File: config.mk
export PLATFORM = sky130hd
export DESIGN_NAME = varint_stream_decoder
export DESIGN_NICKNAME = d
export VERILOG_FILES = /design/src/rtl/vsd_pkg.sv /design/src/rtl/varint_stream_decoder.sv /design/src/rtl/vsd_front.sv /design/src/rtl/vsd_queue.sv /design/src/rtl/vsd_back.sv
export SDC_FILE = /design/constraint.sdc
export NUM_CORES = 1
export LEC_CHECK = 0
export BUFFER_PORTS_ARGS = -buffer_cell sky130_fd_sc_hd__buf_4
export CAP_MARGIN = 20
export CORE_MARGIN = 2
export CORE_UTILIZATION = 28
export CTS_CLUSTER_DIAMETER = 30
export CTS_CLUSTER_SIZE = 25
export DETAILED_ROUTE_END_ITERATION = 8
export SLEW_MARGIN = 20
export SYNTH_ARGS = -nofsm -noshare
export SYNTH_HDL_FRONTEND = slang
export SYNTH_SLANG_ARGS = --single-unit
export TNS_END_PERCENT = 1
File: constraint.sdc
create_clock -name clk_i -period 9.25 [get_ports clk_i]
set_clock_uncertainty 0.05 [all_clocks]
set_input_delay 0.4625 -clock clk_i [delete_from_list [all_inputs] [get_ports clk_i]]
set_output_delay 0.4625 -clock clk_i [all_outputs]
set_load 0.02 [all_outputs]
File: src/rtl/vsd_pkg.sv
// vsd_pkg: shared types and constants of the prefix varint stream decoder
// used by vsd_front, vsd_queue, vsd_back and varint_stream_decoder
`timescale 1ns / 1ps

package vsd_pkg;

  // header class boundaries
  localparam logic [7:0] HdrCut1 = 8'd178;
  localparam logic [7:0] HdrCut2 = 8'd242;
  localparam logic [7:0] HdrCut3 = 8'd250;
  // header 250 carries three payload bytes, so the count is header - 247
  localparam logic [7:0] LongLenBias = 8'd247;

  localparam logic [63:0] OffsetOne = 64'd178;
  localparam logic [63:0] OffsetTwo = OffsetOne + (64'd1 << 14);

  localparam int unsigned CountW = 16;

  // one classified stream byte, handed from front to back
  typedef struct packed {
    logic        load;    // start a new value: accumulator takes addend
    logic        emit;    // this byte completes a value
    logic [63:0] addend;
  } op_t;

endpackage

File: src/rtl/varint_stream_decoder.sv
// varint_stream_decoder: one stream byte per beat in, one 64-bit value per
// completed varint out; the completing byte passes the op queue and the
// back-end result register. Throughput: one byte per cycle unless stalled,
// set by the op queue and the single 64-bit add in the back end. Reset:
// decode state and queue clear, value_count reads 1.
`timescale 1ns / 1ps

module varint_stream_decoder import vsd_pkg::*; #(
  parameter int unsigned QueueDepth = 2
) (
  input  logic              clk_i,
  input  logic              rst_ni,
  input  logic              in_valid_i,
  output logic              in_stall_o,
  input  logic [7:0]        code_byte_i,
  output logic              out_valid_o,
  input  logic              out_stall_i,
  output logic [63:0]       value_o,
  output logic              last_value_o,
  input  logic              cfg_valid_i,
  output logic              cfg_ready_o,
  input  logic [CountW-1:0] cfg_data_i
);

  logic push, full, pop, op_valid;
  op_t  front_op, back_op;

  assign cfg_ready_o = 1'b1;

  vsd_front u_front (
    .clk_i       (clk_i),
    .rst_ni      (rst_ni),
    .in_valid_i  (in_valid_i),
    .code_byte_i (code_byte_i),
    .in_stall_o  (in_stall_o),
    .full_i      (full),
    .push_o      (push),
    .op_o        (front_op)
  );

  vsd_queue #(
    .Depth (QueueDepth)
  ) u_queue (
    .clk_i   (clk_i),
    .rst_ni  (rst_ni),
    .push_i  (push),
    .data_i  (front_op),
    .full_o  (full),
    .pop_i   (pop),
    .valid_o (op_valid),
    .data_o  (back_op)
  );

  vsd_back u_back (
    .clk_i        (clk_i),
    .rst_ni       (rst_ni),
    .cfg_valid_i  (cfg_valid_i && cfg_ready_o),
    .cfg_data_i   (cfg_data_i),
    .op_valid_i   (op_valid),
    .op_i         (back_op),
    .pop_o        (pop),
    .out_valid_o  (out_valid_o),
    .out_stall_i  (out_stall_i),
    .value_o      (value_o),
    .last_value_o (last_value_o)
  );

endmodule

File: src/rtl/vsd_front.sv
// vsd_front: accepts stream bytes, tracks header and payload position,
// turns each byte into an op_t for the back end; depends on vsd_pkg
`timescale 1ns / 1ps

module vsd_front import vsd_pkg::*; (
  input  logic       clk_i,
  input  logic       rst_ni,
  input  logic       in_valid_i,
  input  logic [7:0] code_byte_i,
  output logic       in_stall_o,
  input  logic       full_i,
  output logic       push_o,
  output op_t        op_o
);

  logic [3:0] bytes_left_q, bytes_left_d;
  logic [2:0] byte_pos_q, byte_pos_d;
  logic       accept;

  assign in_stall_o = full_i;
  assign accept     = in_valid_i && !full_i;
  assign push_o     = accept;

  always_comb begin
    op_o         = '0;
    bytes_left_d = bytes_left_q;
    byte_pos_d   = byte_pos_q;
    if (bytes_left_q == 4'd0) begin
      byte_pos_d = 3'd0;
      op_o.load  = 1'b1;
      if (code_byte_i < HdrCut1) begin
        op_o.emit   = 1'b1;
        op_o.addend = 64'(code_byte_i);
      end else if (code_byte_i < HdrCut2) begin
        op_o.addend  = OffsetOne + (64'(code_byte_i - HdrCut1) << 8);
        bytes_left_d = 4'd1;
      end else if (code_byte_i < HdrCut3) begin
        op_o.addend  = OffsetTwo + (64'(code_byte_i - HdrCut2) << 16);
        bytes_left_d = 4'd2;
      end else begin
        op_o.addend  = 64'd0;
        bytes_left_d = 4'(code_byte_i - LongLenBias);
      end
    end else begin
      // payload beat, little-endian
      op_o.addend  = 64'(code_byte_i) << {byte_pos_q, 3'b000};
      op_o.emit    = (bytes_left_q == 4'd1);
      bytes_left_d = bytes_left_q - 4'd1;
      byte_pos_d   = byte_pos_q + 3'd1;
    end
  end

  always_ff @(posedge clk_i or negedge rst_ni) begin
    if (!rst_ni) begin
      bytes_left_q <= 4'd0;
      byte_pos_q   <= 3'd0;
    end else if (accept) begin
      bytes_left_q <= bytes_left_d;
      byte_pos_q   <= byte_pos_d;
    end
  end

  a_left_bounded: assert property (@(posedge clk_i) disable iff (!rst_ni)
    bytes_left_q <= 4'd8)
    else $error("payload count above eight");

  a_long_header: assert property (@(posedge clk_i) disable iff (!rst_ni)
    (accept && bytes_left_q == 4'd0 && code_byte_i >= HdrCut3)
    |=> (bytes_left_q >= 4'd3))
    else $error("long header gave too few payload bytes");

endmodule

File: src/rtl/vsd_queue.sv
// vsd_queue: short fifo of op_t between front and back
// depends on vsd_pkg
`timescale 1ns / 1ps

module vsd_queue import vsd_pkg::*; #(
  parameter int unsigned Depth = 2
) (
  input  logic clk_i,
  input  logic rst_ni,
  input  logic push_i,
  input  op_t  data_i,
  output logic full_o,
  input  logic pop_i,
  output logic valid_o,
  output op_t  data_o
);

  localparam int unsigned PtrW = (Depth > 1) ? $clog2(Depth) : 1;
  localparam int unsigned CntW = $clog2(Depth + 1);

  op_t             mem_q [Depth];
  logic [PtrW-1:0] wr_ptr_q, rd_ptr_q;
  logic [CntW-1:0] count_q;
  logic            do_push, do_pop;

  assign full_o  = (count_q == CntW'(Depth));
  assign valid_o = (count_q != '0);
  assign data_o  = mem_q[rd_ptr_q];
  assign do_push = push_i && !full_o;
  assign do_pop  = pop_i && valid_o;

  function automatic logic [PtrW-1:0] ptr_inc(input logic [PtrW-1:0] p);
    if (p == PtrW'(Depth - 1)) return '0;
    return p + PtrW'(1);
  endfunction

  always_ff @(posedge clk_i) begin
    if (do_push) begin
      mem_q[wr_ptr_q] <= data_i;
    end
  end

  always_ff @(posedge clk_i or negedge rst_ni) begin
    if (!rst_ni) begin
      wr_ptr_q <= '0;
      rd_ptr_q <= '0;
      count_q  <= '0;
    end else begin
      if (do_push) wr_ptr_q <= ptr_inc(wr_ptr_q);
      if (do_pop)  rd_ptr_q <= ptr_inc(rd_ptr_q);
      if (do_push && !do_pop)      count_q <= count_q + CntW'(1);
      else if (do_pop && !do_push) count_q <= count_q - CntW'(1);
    end
  end

  a_count_bounded: assert property (@(posedge clk_i) disable iff (!rst_ni)
    count_q <= CntW'(Depth))
    else $error("queue count above depth");

  a_no_overflow: assert property (@(posedge clk_i) disable iff (!rst_ni)
    !(push_i && full_o))
    else $error("push into full queue");

endmodule

File: src/rtl/vsd_back.sv
// vsd_back: accumulates ops into values, keeps the batch counter and the
// result register; depends on vsd_pkg
`timescale 1ns / 1ps

module vsd_back import vsd_pkg::*; (
  input  logic              clk_i,
  input  logic              rst_ni,
  input  logic              cfg_valid_i,
  input  logic [CountW-1:0] cfg_data_i,
  input  logic              op_valid_i,
  input  op_t               op_i,
  output logic              pop_o,
  output logic              out_valid_o,
  input  logic              out_stall_i,
  output logic [63:0]       value_o,
  output logic              last_value_o
);

  logic [63:0]       acc_q, acc_d;
  logic [CountW-1:0] value_count_q;
  logic [CountW-1:0] values_left_q, values_left_d;
  logic              out_valid_q, out_valid_d;
  logic [63:0]       value_q;
  logic              last_q;
  logic              slot_free, fire;

  // an emitting op needs the result register, others always drain
  assign slot_free = !out_valid_q || !out_stall_i;
  assign pop_o     = op_valid_i && (!op_i.emit || slot_free);
  assign fire      = pop_o && op_i.emit;

  assign acc_d = op_i.load ? op_i.addend : (acc_q + op_i.addend);

  always_comb begin
    values_left_d = values_left_q;
    if (cfg_valid_i) begin
      values_left_d = cfg_data_i;
    end else if (fire) begin
      values_left_d = (values_left_q <= CountW'(1)) ? value_count_q
                                                    : values_left_q - CountW'(1);
    end
    out_valid_d = out_valid_q;
    if (fire)              out_valid_d = 1'b1;
    else if (!out_stall_i) out_valid_d = 1'b0;
  end

  always_ff @(posedge clk_i or negedge rst_ni) begin
    if (!rst_ni) begin
      value_count_q <= CountW'(1);
      values_left_q <= CountW'(1);
      out_valid_q   <= 1'b0;
    end else begin
      if (cfg_valid_i) value_count_q <= cfg_data_i;
      values_left_q <= values_left_d;
      out_valid_q   <= out_valid_d;
    end
  end

  always_ff @(posedge clk_i) begin
    if (pop_o) acc_q <= acc_d;
    if (fire) begin
      value_q <= acc_d;
      last_q  <= (values_left_q <= CountW'(1));
    end
  end

  assign out_valid_o  = out_valid_q;
  assign value_o      = value_q;
  assign last_value_o = last_q;

  a_batch_reload: assert property (@(posedge clk_i) disable iff (!rst_ni)
    (fire && values_left_q <= CountW'(1)) |=> (values_left_q == value_count_q))
    else $error("batch counter not reloaded after last value");

  a_no_overwrite: assert property (@(posedge clk_i) disable iff (!rst_ni)
    (fire && out_valid_q) |-> !out_stall_i)
    else $error("pending result overwritten");

endmodule
Yosys cells after proc, flatten, opt, wreduce, memory -nomap -nowiden

Memories as Yosys holds them, arrays and structs flattened.
Index checks and enable logic that the tools add are counted.
Widths: inputs -> output; s select.

Input bits: 29
Memory bits (writable): 132
Bits in registers: 173
Output and inout bits: 68
Memories: 1
Logic and storage cells: 83

Reductions and logical operators: 20
Shift operators: 1
Multiplexer cells: 29
Magnitude comparators: 4
Add/subtract/negate cells: 13
Eq/ne operators: 4

Memory list:

| memory        | words | width | rd ports | clocked after Yosys merged registers in | wr ports | RTL line        | RTL |
|---|---|---|---|---|---|---|---|
| u_queue.mem_q | 2     | 66    | 1        | 0                                       | 1        | vsd_queue.sv:21 | `op_t mem_q [Depth];` |

Operators with widths:

| kind                   | count |
|---|---|
| $mux 64                | 4 |
| $mux 65                | 1 |
| $add 15x64->64 const A | 1 |
| $add 64x64->64         | 1 |
| $add 8x64->64 const A  | 1 |
| $shl 8x6->64           | 1 |
| $mux 16                | 3 |
| $lt 8x8->1 const B     | 3 |
| $sub 8x8->9 const B    | 2 |
| $le 16x1->1 const B    | 1 |
| $mux 4                 | 4 |
| $sub 16x1->16 const B  | 1 |
| $mux 1                 | 14 |
| $logic_and 1x1->1      | 7 |
| $logic_not 1->1        | 6 |
| $reduce_bool 2->1      | 3 |
| $eq 4x1->1 const B     | 1 |
| $logic_not 4->1        | 1 |
| $mux 2                 | 2 |
| $sub 4x1->4 const B    | 1 |
| $sub 4x3->4 const B    | 1 |
| $add 3x1->3 const B    | 1 |
| $mux 3                 | 1 |
| $add 1x1->1 const B    | 2 |
| 7 further kinds        | 8 |

Depth between registers and ports, before layout

Gate-level depths: netlist (run 1).

Word-level depth: 8
Mapped depth: 16
Mapped depth without buffers: 13

By module

From an unflattened synthesis (run 1), not the netlist that was laid out.

Cells, all modules: 1,484
Area, all modules: 16,847.4 sq um

Modules (own cells, without submodules):

| module                | instances | sequential area each (sq um) | area an instance (sq um) | cells an instance |
|---|---|---|---|---|
| vsd_back              | 1         | 4,702.0                      | 10,287.4                 | 1,053 |
| vsd_queue             | 1         | 4,063.9                      | 5,073.6                  | 224 |
| vsd_front             | 1         | 175.2                        | 1,475.2                  | 205 |
| varint_stream_decoder | 1         | 0.0                          | 11.3                     | 2 |

Worst setup path after synthesis (run 1)

Ideal clock, no wire load.

Path kind: register to register
From: reg u_queue.rd_ptr_q
To: reg u_back.acc_q[60] (data pin)
Data required time: 9.009 ns
Setup slack: 4.927 ns
Arrival time: 4.081 ns
Clock period less this slack: 4.323 ns
Path buffers: 3
Stages on the path, launching flop included: 17
Library setup time: 0.191 ns
Cell sequence: dfrtp_1 clkbuf_1 clkbuf_1 clkbuf_1 mux2_2 ha_1 fa_1 a211oi_1 o21ai_1 nand3_1 a21oi_2 a21oi_2 o31ai_4 a221oi_2 o31a_1 o31ai_1 a311oi_1

Longest elaborated chain between the ends: 3

Ends and longest elaborated chain:

| item                       | RTL line        | RTL |
|---|---|---|
| start: declaration         | vsd_queue.sv:22 | `logic [PtrW-1:0] wr_ptr_q, rd_ptr_q;` |
| start signal: assignment   | vsd_queue.sv:50 | `if (do_pop) rd_ptr_q <= ptr_inc(rd_ptr_q);` |
| $mem_v2 2x66 (*)           | -               |  |
| $add 64x64->64             | vsd_back.sv:32  | `assign acc_d = op_i.load ? op_i.addend : (acc_q + op_i.addend);` |
| $mux 64 (*)                | vsd_back.sv:32  |  |
| named net u_back.acc_d[60] | vsd_back.sv:19  | `logic [63:0] acc_q, acc_d;` |
| end signal: assignment     | vsd_back.sv:60  | `if (pop_o) acc_q <= acc_d;` |
| end: declaration           | vsd_back.sv:19  |  |

Mark *: on every way through the listed nets, which the timed path passes. The rest lies on a longest branch.
A chain may end at the register's enable or synchronous reset.

Worst setup path after layout (run 1)

From: reg u_queue.rd_ptr_q
To: reg u_back.value_q[50] (netlist: u_back.value_o[50]) (data pin)

Longest elaborated chain between the ends: 3

Ends and longest elaborated chain:

| item                       | RTL line       | RTL |
|---|---|---|
| $mem_v2 2x66 (*)           | -              |  |
| $add 64x64->64             | vsd_back.sv:32 |  |
| $mux 64 (*)                | vsd_back.sv:32 |  |
| named net u_back.acc_d[50] | vsd_back.sv:19 |  |
| end signal: assignment     | vsd_back.sv:62 | `value_q <= acc_d;` |
| end: declaration           | vsd_back.sv:23 | `logic [63:0] value_q;` |

Marked as above.

==> results.cfg, run 1 <==
[outcome]
status = complete, no violations

[clocking]
cts_tree = built
post_cts_resized = 0
cts.sinks = 305
clock_latency_ns = 0.59
clockBufferDepth = 3
numCtsBuffers = 80
htreeDepth = 3
cts.reportedPaths.clkPinSlew_ns = 0.04
cts_root_buf = clkbuf_16

[finish]
final_common_cell = edfxtp_1
fin_area_um2 = 20500
final_cell_mix = edfxtp_1 (261), nand2_1 (199), a21oi_1 (139)
final_cells = 2437
syn2layout_area_growth_pct = 25.5
drive_gt1_share_pct = 20.3
nets = 1712

[place]
dp_cells = 2292
place.gp.congestion = 0.880
pre_cts_ws_ns = 4.04
dp_hpwl_um = 28100
portBuffers = 95
placed_cell_area_um2 = 17700

[yosys]
yosysSeqAreaShare_pct = 54.6
ys_warn_count = 0
synthArstFlopShare_pct = 14.4
synth-seq-cells = 305
syn_inst = 1497
netlist_area_um2 = 16400
syn_nets = 1599
syn_area_per_cell_um2 = 10.9
synth_edf_count = 261
yosysUniqueCellTypes = 86
ys.flop_type = edfxtp_1

[sta]
rsz0062_at_grt = no
setup_slack_ns = 3.99
max_freq_mhz = 190
final-setup-viol-count = 0
hold_violations = 0
setup_tns_ns = 0
maxSlewHeadroom_pct = 32.9
drv_slew = 0
fin_crit_sh_pct = 56.8
fin_crit_ns = 5.26
worstMarginPinSlew_ns = 0.998

[detailed_routing]
drc = 0
wl_per_cell_um = 17.5
num_vias = 12100
drtIter0Drc = 972
firstDrtPassIters = 5
viasPerCell = 4.96
wl_um = 42700
final_antenna_net_count = 0

[floorplanning]
dieArea_um2 = 60400
rows = 88
coreArea_um2 = 57700
initial_core_util_pct = 28.4
dieHeight_um = 246
io_pins = 97
die_x_um = 246

[grt]
grt_start_max_net_pins = 67
grt_pass1_vias = 11900
grt-ovfl-total = 0
grt_pass1_wl_um = 66300
antenna_found_initial = 1
track_usage_pct = 14.0

[critical_path]
endpoint_kind = register
cp_data_required_time_ns = 9.48
critical_path.startpoint = u_queue.rd_ptr_q
crit_type = register to register
worstPathMaxFanout = 35
r2r_start = u_queue.rd_ptr_q
arrival_ns = 5.49
worstSetupStartpointType = register

[run]
cap_violations = 0

[hold_path]
hold_path_class = primary input to register
hold_start = cfg_data_i[4]
[worst max-delay path, stage by stage, from the launching register on]
cell     delay, ns
dfrtp_2       0.94
buf_4         0.56
mux2_2        0.42
ha_1          0.40
and4_4        0.28
o21a_4        0.14
a21oi_1       0.09
o21ai_0       0.33
a21oi_1       0.29
o32ai_1       0.55
nor2_1        0.17
o31ai_1       0.41
xnor2_1       0.18
a21oi_1       0.11
[synth_stat cells, drive strengths merged, types with 5 or more instances]
| cell type | n | share of area, % |
|---|---|---|
| o21a | 10 | 0.50 |
| or3 | 10 | 0.39 |
| xnor2 | 44 | 2.4 |
| inv | 51 | 1.2 |
| buf | 12 | 0.51 |
| nor2b | 5 | 0.19 |
| nor2 | 123 | 2.8 |
| edfxtp | 261 | 48 |
| or2 | 6 | 0.23 |
| a22oi | 9 | 0.41 |
| a211oi | 15 | 0.69 |
| a21o | 38 | 1.8 |
| ha | 72 | 5.5 |
| a21oi | 144 | 4.6 |
| clkbuf | 59 | 1.6 |
| o21ai | 96 | 2.9 |
| nand4 | 17 | 0.65 |
| and3 | 12 | 0.50 |
| xor2 | 20 | 1.1 |
| nand3 | 22 | 0.67 |
| o31ai | 13 | 0.80 |
| o21bai | 18 | 0.83 |
| and2 | 7 | 0.29 |
| a31oi | 7 | 0.27 |
| nand2 | 199 | 4.6 |
| mux2 | 66 | 4.5 |
| a21boi | 7 | 0.32 |
| nor3 | 19 | 0.58 |
| o22ai | 14 | 0.54 |
| dfrtp | 42 | 6.4 |
| nand2b | 11 | 0.42 |
[cells by family after synthesis]
kind of cell | after synthesis | synth area share, %
buffers and inverters | 127 | 3.55
adder cells (fa/ha/maj) | 73 | 5.63
AO/OA/AOI/OAI | 413 | 16.0
multiplexers | 70 | 4.81
other | 1 | 0.0229
XOR/XNOR | 64 | 3.43
AND/OR/NAND/NOR | 444 | 11.9
flip-flops | 305 | 54.6
[registers in the layout, summed over array words and instances, names as in the netlist, 2 cells and up]
name and count:
u_back.acc_q 64, u_back.value_count_q 16, u_back.value_o 64, u_back.values_left_q 16
u_front.byte_pos_q 3, u_front.bytes_left_q 4, u_queue.count_q 2, u_queue.mem_q 132
[metrics by stage]
step                      util (%)  hold slack (ns)
after floorplan                  -            0.117
after global placement        30.7            0.401
after detailed placement      30.7            0.410
after CTS                     35.6           0.0272
after global routing          35.6           0.0507
final                         35.6           0.0595
[layout make-up]
type                    count  area [µm²]
fillers                  5740       37200
flip-flops and latches    305        8940
multi-input cells        1065        6860
clock buffers              97        2160
well taps                 765         957
repair buffers            105         791
clock inverters            46         617
inverters                  53         200
diodes                      1        2.50
[routing by layer]
metal	share of wire [%]	vias up	wire (µm)	GRT usage, %
met4	3.3	0	1430	5.78
li1	-	5775	-	-
met3	6.8	113	2900	3.82
met5	0	-	0	0
met2	46	399	19800	22.3
met1	44	5791	18600	17.9
[worst paths after layout]
| path | slack, ns | cells after the start | endpoint |
|---|---|---|---|
| setup / recovery | 3.99 | 13 | u_back.value_o[50] |
| hold / removal | 0.06 | 3 | u_back.value_count_q[4] |
| setup reg to reg | 3.99 | 13 | u_back.value_o[50] |
| hold reg to reg | 0.42 | 2 | u_back.value_count_q[4] |
| max in group asynchronous | 8.32 | 2 | u_queue.rd_ptr_q |
| min in group asynchronous | 0.39 | 2 | u_back.value_count_q[10] |
[what timing repair did]
action,CTS,global route
setup buffers,0,0
hold buffers,1,0
hold endpoints to repair,42,0
setup endpoints to repair,0,0
Power of run 1 is not shown: default switching activity piles up to over one toggle a cycle in this logic, so the estimate is an artifact.
==> inputs of run 2 (changes only) <==
ABC_AREA = 1   (was default)
clock period = 4.25 ns   (was 9.25 ns; I/O delays follow)
==> results.cfg, run 2 <==
[detailed_routing]
viasPerCell = 4.55
drtIter0Drc = 1419
num_vias = 16100
final_antenna_net_count = 0
wl_per_cell_um = 16.6
firstDrtPassIters = 6
wl_um = 58500
drc = 0

[clocking]
cts_root_buf = clkbuf_16
cts.reportedPaths.clkPinSlew_ns = 0.05
htreeDepth = 3
cts_tree = built
numCtsBuffers = 73
cts.sinks = 305
clock_latency_ns = 0.61
post_cts_buffers = 0
postCtsHoldBufs = 26
post_cts_resized = 0
clockBufferDepth = 3

[yosys]
netlist_area_um2 = 18700
synthSimpleGateAreaFrac_pct = 30.3
syn_nets = 2548
synthArstFlopShare_pct = 14.4
syn_area_per_cell_um2 = 7.66
synth-xor-area-share_pct = 1.68
ys.flop_type = edfxtp_1
synthAdderAreaFrac_pct = 4.91
ys_warn_count = 0
synth_top_area_cell = edfxtp_1
synthMostInstantiatedCell = nand2_1
yosysSeqAreaShare_pct = 47.7
synth_compound_area_share_pct = 5.99
synth_edf_count = 261
synthTopCellsByCount = nand2_1 (1037), inv_1 (395), edfxtp_1 (261), nor2_1 (138), nand3_1 (105)
synth_area_leaders = edfxtp_1 (42%), nand2_1 (21%), inv_1 (7.9%)
yosysUniqueCellTypes = 55
yosysTopAreaCellShare_pct = 41.8
syn_inst = 2446
synth-seq-cells = 305
synthMuxAreaShare_pct = 0
synth_top_family_by_area = simple AND/OR/NAND/NOR gates

[hold_path]
hold_path_class = primary input to register
min_to = u_front.bytes_left_q[0]
hold_start = code_byte_i[0]
min_path_cells = 4

[finish]
syn2layout_area_growth_pct = 24.1
drive_gt1_share_pct = 11.7
final_cell_mix = nand2_1 (1036), inv_1 (394), edfxtp_1 (261)
largest_register_ffs = 132
insertedDiodeCount = 0
final_common_cell = nand2_1
nets = 2711
regMostFlops = u_queue.mem_q

[floorplanning]
dieArea_um2 = 69000
dieHeight_um = 263
io_pins = 97
die_x_um = 263
coreArea_um2 = 66000
initial_core_util_pct = 28.4
rows = 94

[grt]
grt_pass1_wl_um = 87900
grt_pass1_vias = 15100
grt_start_max_net_pins = 68
antenna_found_initial = 2
track_usage_pct = 16.6
grt-ovfl-total = 0

[place]
portBuffers = 95
place.gp.congestion = 0.987
dp_hpwl_um = 44100

[critical_path]
slowest_delay_ns = 0.42
rrSetupSlack_ns = 0.97
cp_common_cell = nand2_1
worstPathMaxFanout = 14
path_cells = inv_2 > buf_4 > nand2_1 > nand2_1 > ha_1 > fa_1 > inv_1 > nor2_1 > nand2_1 > nand3_2 > nand3_1 > nand2_1 > nand2_1 > nand2_1 > nand2_1 > nand2_1 > nand2_1 > nand3_1 > nand2_1
arrival_ns = 3.56
r2r_cells = 19
worstReg2RegEnd = u_back.acc_q[62]
worstSetupStartpointType = register
crit_type = register to register
r2r_start = u_queue.rd_ptr_q
cp_data_required_time_ns = 4.53
critical_path.startpoint = u_queue.rd_ptr_q
endpoint_kind = register
slowest_stage = dfrtp_2

[sta]
fin_crit_ns = 3.28
maxSlewHeadroom_pct = 23.1
rsz0062_at_grt = no
fin_crit_sh_pct = 77.3
final-setup-viol-count = 0
hold_violations = 0
drv_slew = 0
max_freq_mhz = 304
worstMarginPinSlew_ns = 1.15
setup_tns_ns = 0

[outcome]
status = complete, no violations

[run]
cap_violations = 0
==> run 2: logic make-up after synthesis <==
logic type | after synthesis
AND/OR/NAND/NOR | 1387
XOR/XNOR | 36
flip-flops | 305
other | 1
AO/OA/AOI/OAI | 190
buffers and inverters | 454
adder cells (fa/ha/maj) | 73
==> run 2: final cells by class <==
type | instances | area (µm²)
Inverter | 405 | 1520
Clock buffer | 81 | 1920
Multi-Input combinational cell | 1687 | 8050
Sequential cell | 305 | 8940
Fill cell | 6817 | 42700
Clock inverter | 54 | 608
Timing Repair Buffer | 137 | 1130
Tap cell | 864 | 1080
==> run 2: metrics by stage <==
stage | util, % | hold WS [ns] | cell area [µm²] | setup WS [ns] | std cells
2_1_floorplan | - | -0.133 | 18700 | 0.231 | 2446
3_3_place_gp | 31.0 | 0.219 | 20500 | 0.997 | 3372
3_5_place_dp | 31.0 | 0.217 | 20500 | 0.983 | 3372
4_1_cts | 35.2 | 0.0105 | 23300 | 0.976 | 3533
5_1_grt | 35.2 | 0.0276 | 23300 | 0.769 | 3533
6_report | 35.2 | 0.0571 | 23300 | 0.966 | 3533
==> run 2: worst max-delay path by stage <==
stage / endpoint / slack [ns]
after floorplan: u_queue.mem_q[1][0] / 0.23
after global placement: u_back.value_o[62] / 1.0
after detailed placement: u_back.value_o[62] / 0.98
after CTS: u_back.acc_q[62] / 0.98
after global routing: u_back.acc_q[62] / 0.77
final: u_back.acc_q[62] / 0.97
==> run 2: metal layers <==
metal | wire length [µm] | vias to the layer above | track usage, % | share of wire, %
met1 | 26000 | 7339 | 21.6 | 44
met4 | 2260 | 2 | 7.52 | 3.9
met5 | 13 | - | 0 | 0.022
met2 | 26800 | 479 | 26.9 | 46
met3 | 3510 | 110 | 3.06 | 6.0
li1 | - | 8131 | - | -
==> run 2: worst max-delay path, delay by kind of cell, from the launching register on <==
kind,cells,cell delay (ns)
DFF,1,0.42
adders and majority gates,2,0.54
buffers and inverters,3,0.54
and+or+nand+nor,14,1.45
Power of run 2 is left out for the same reason.
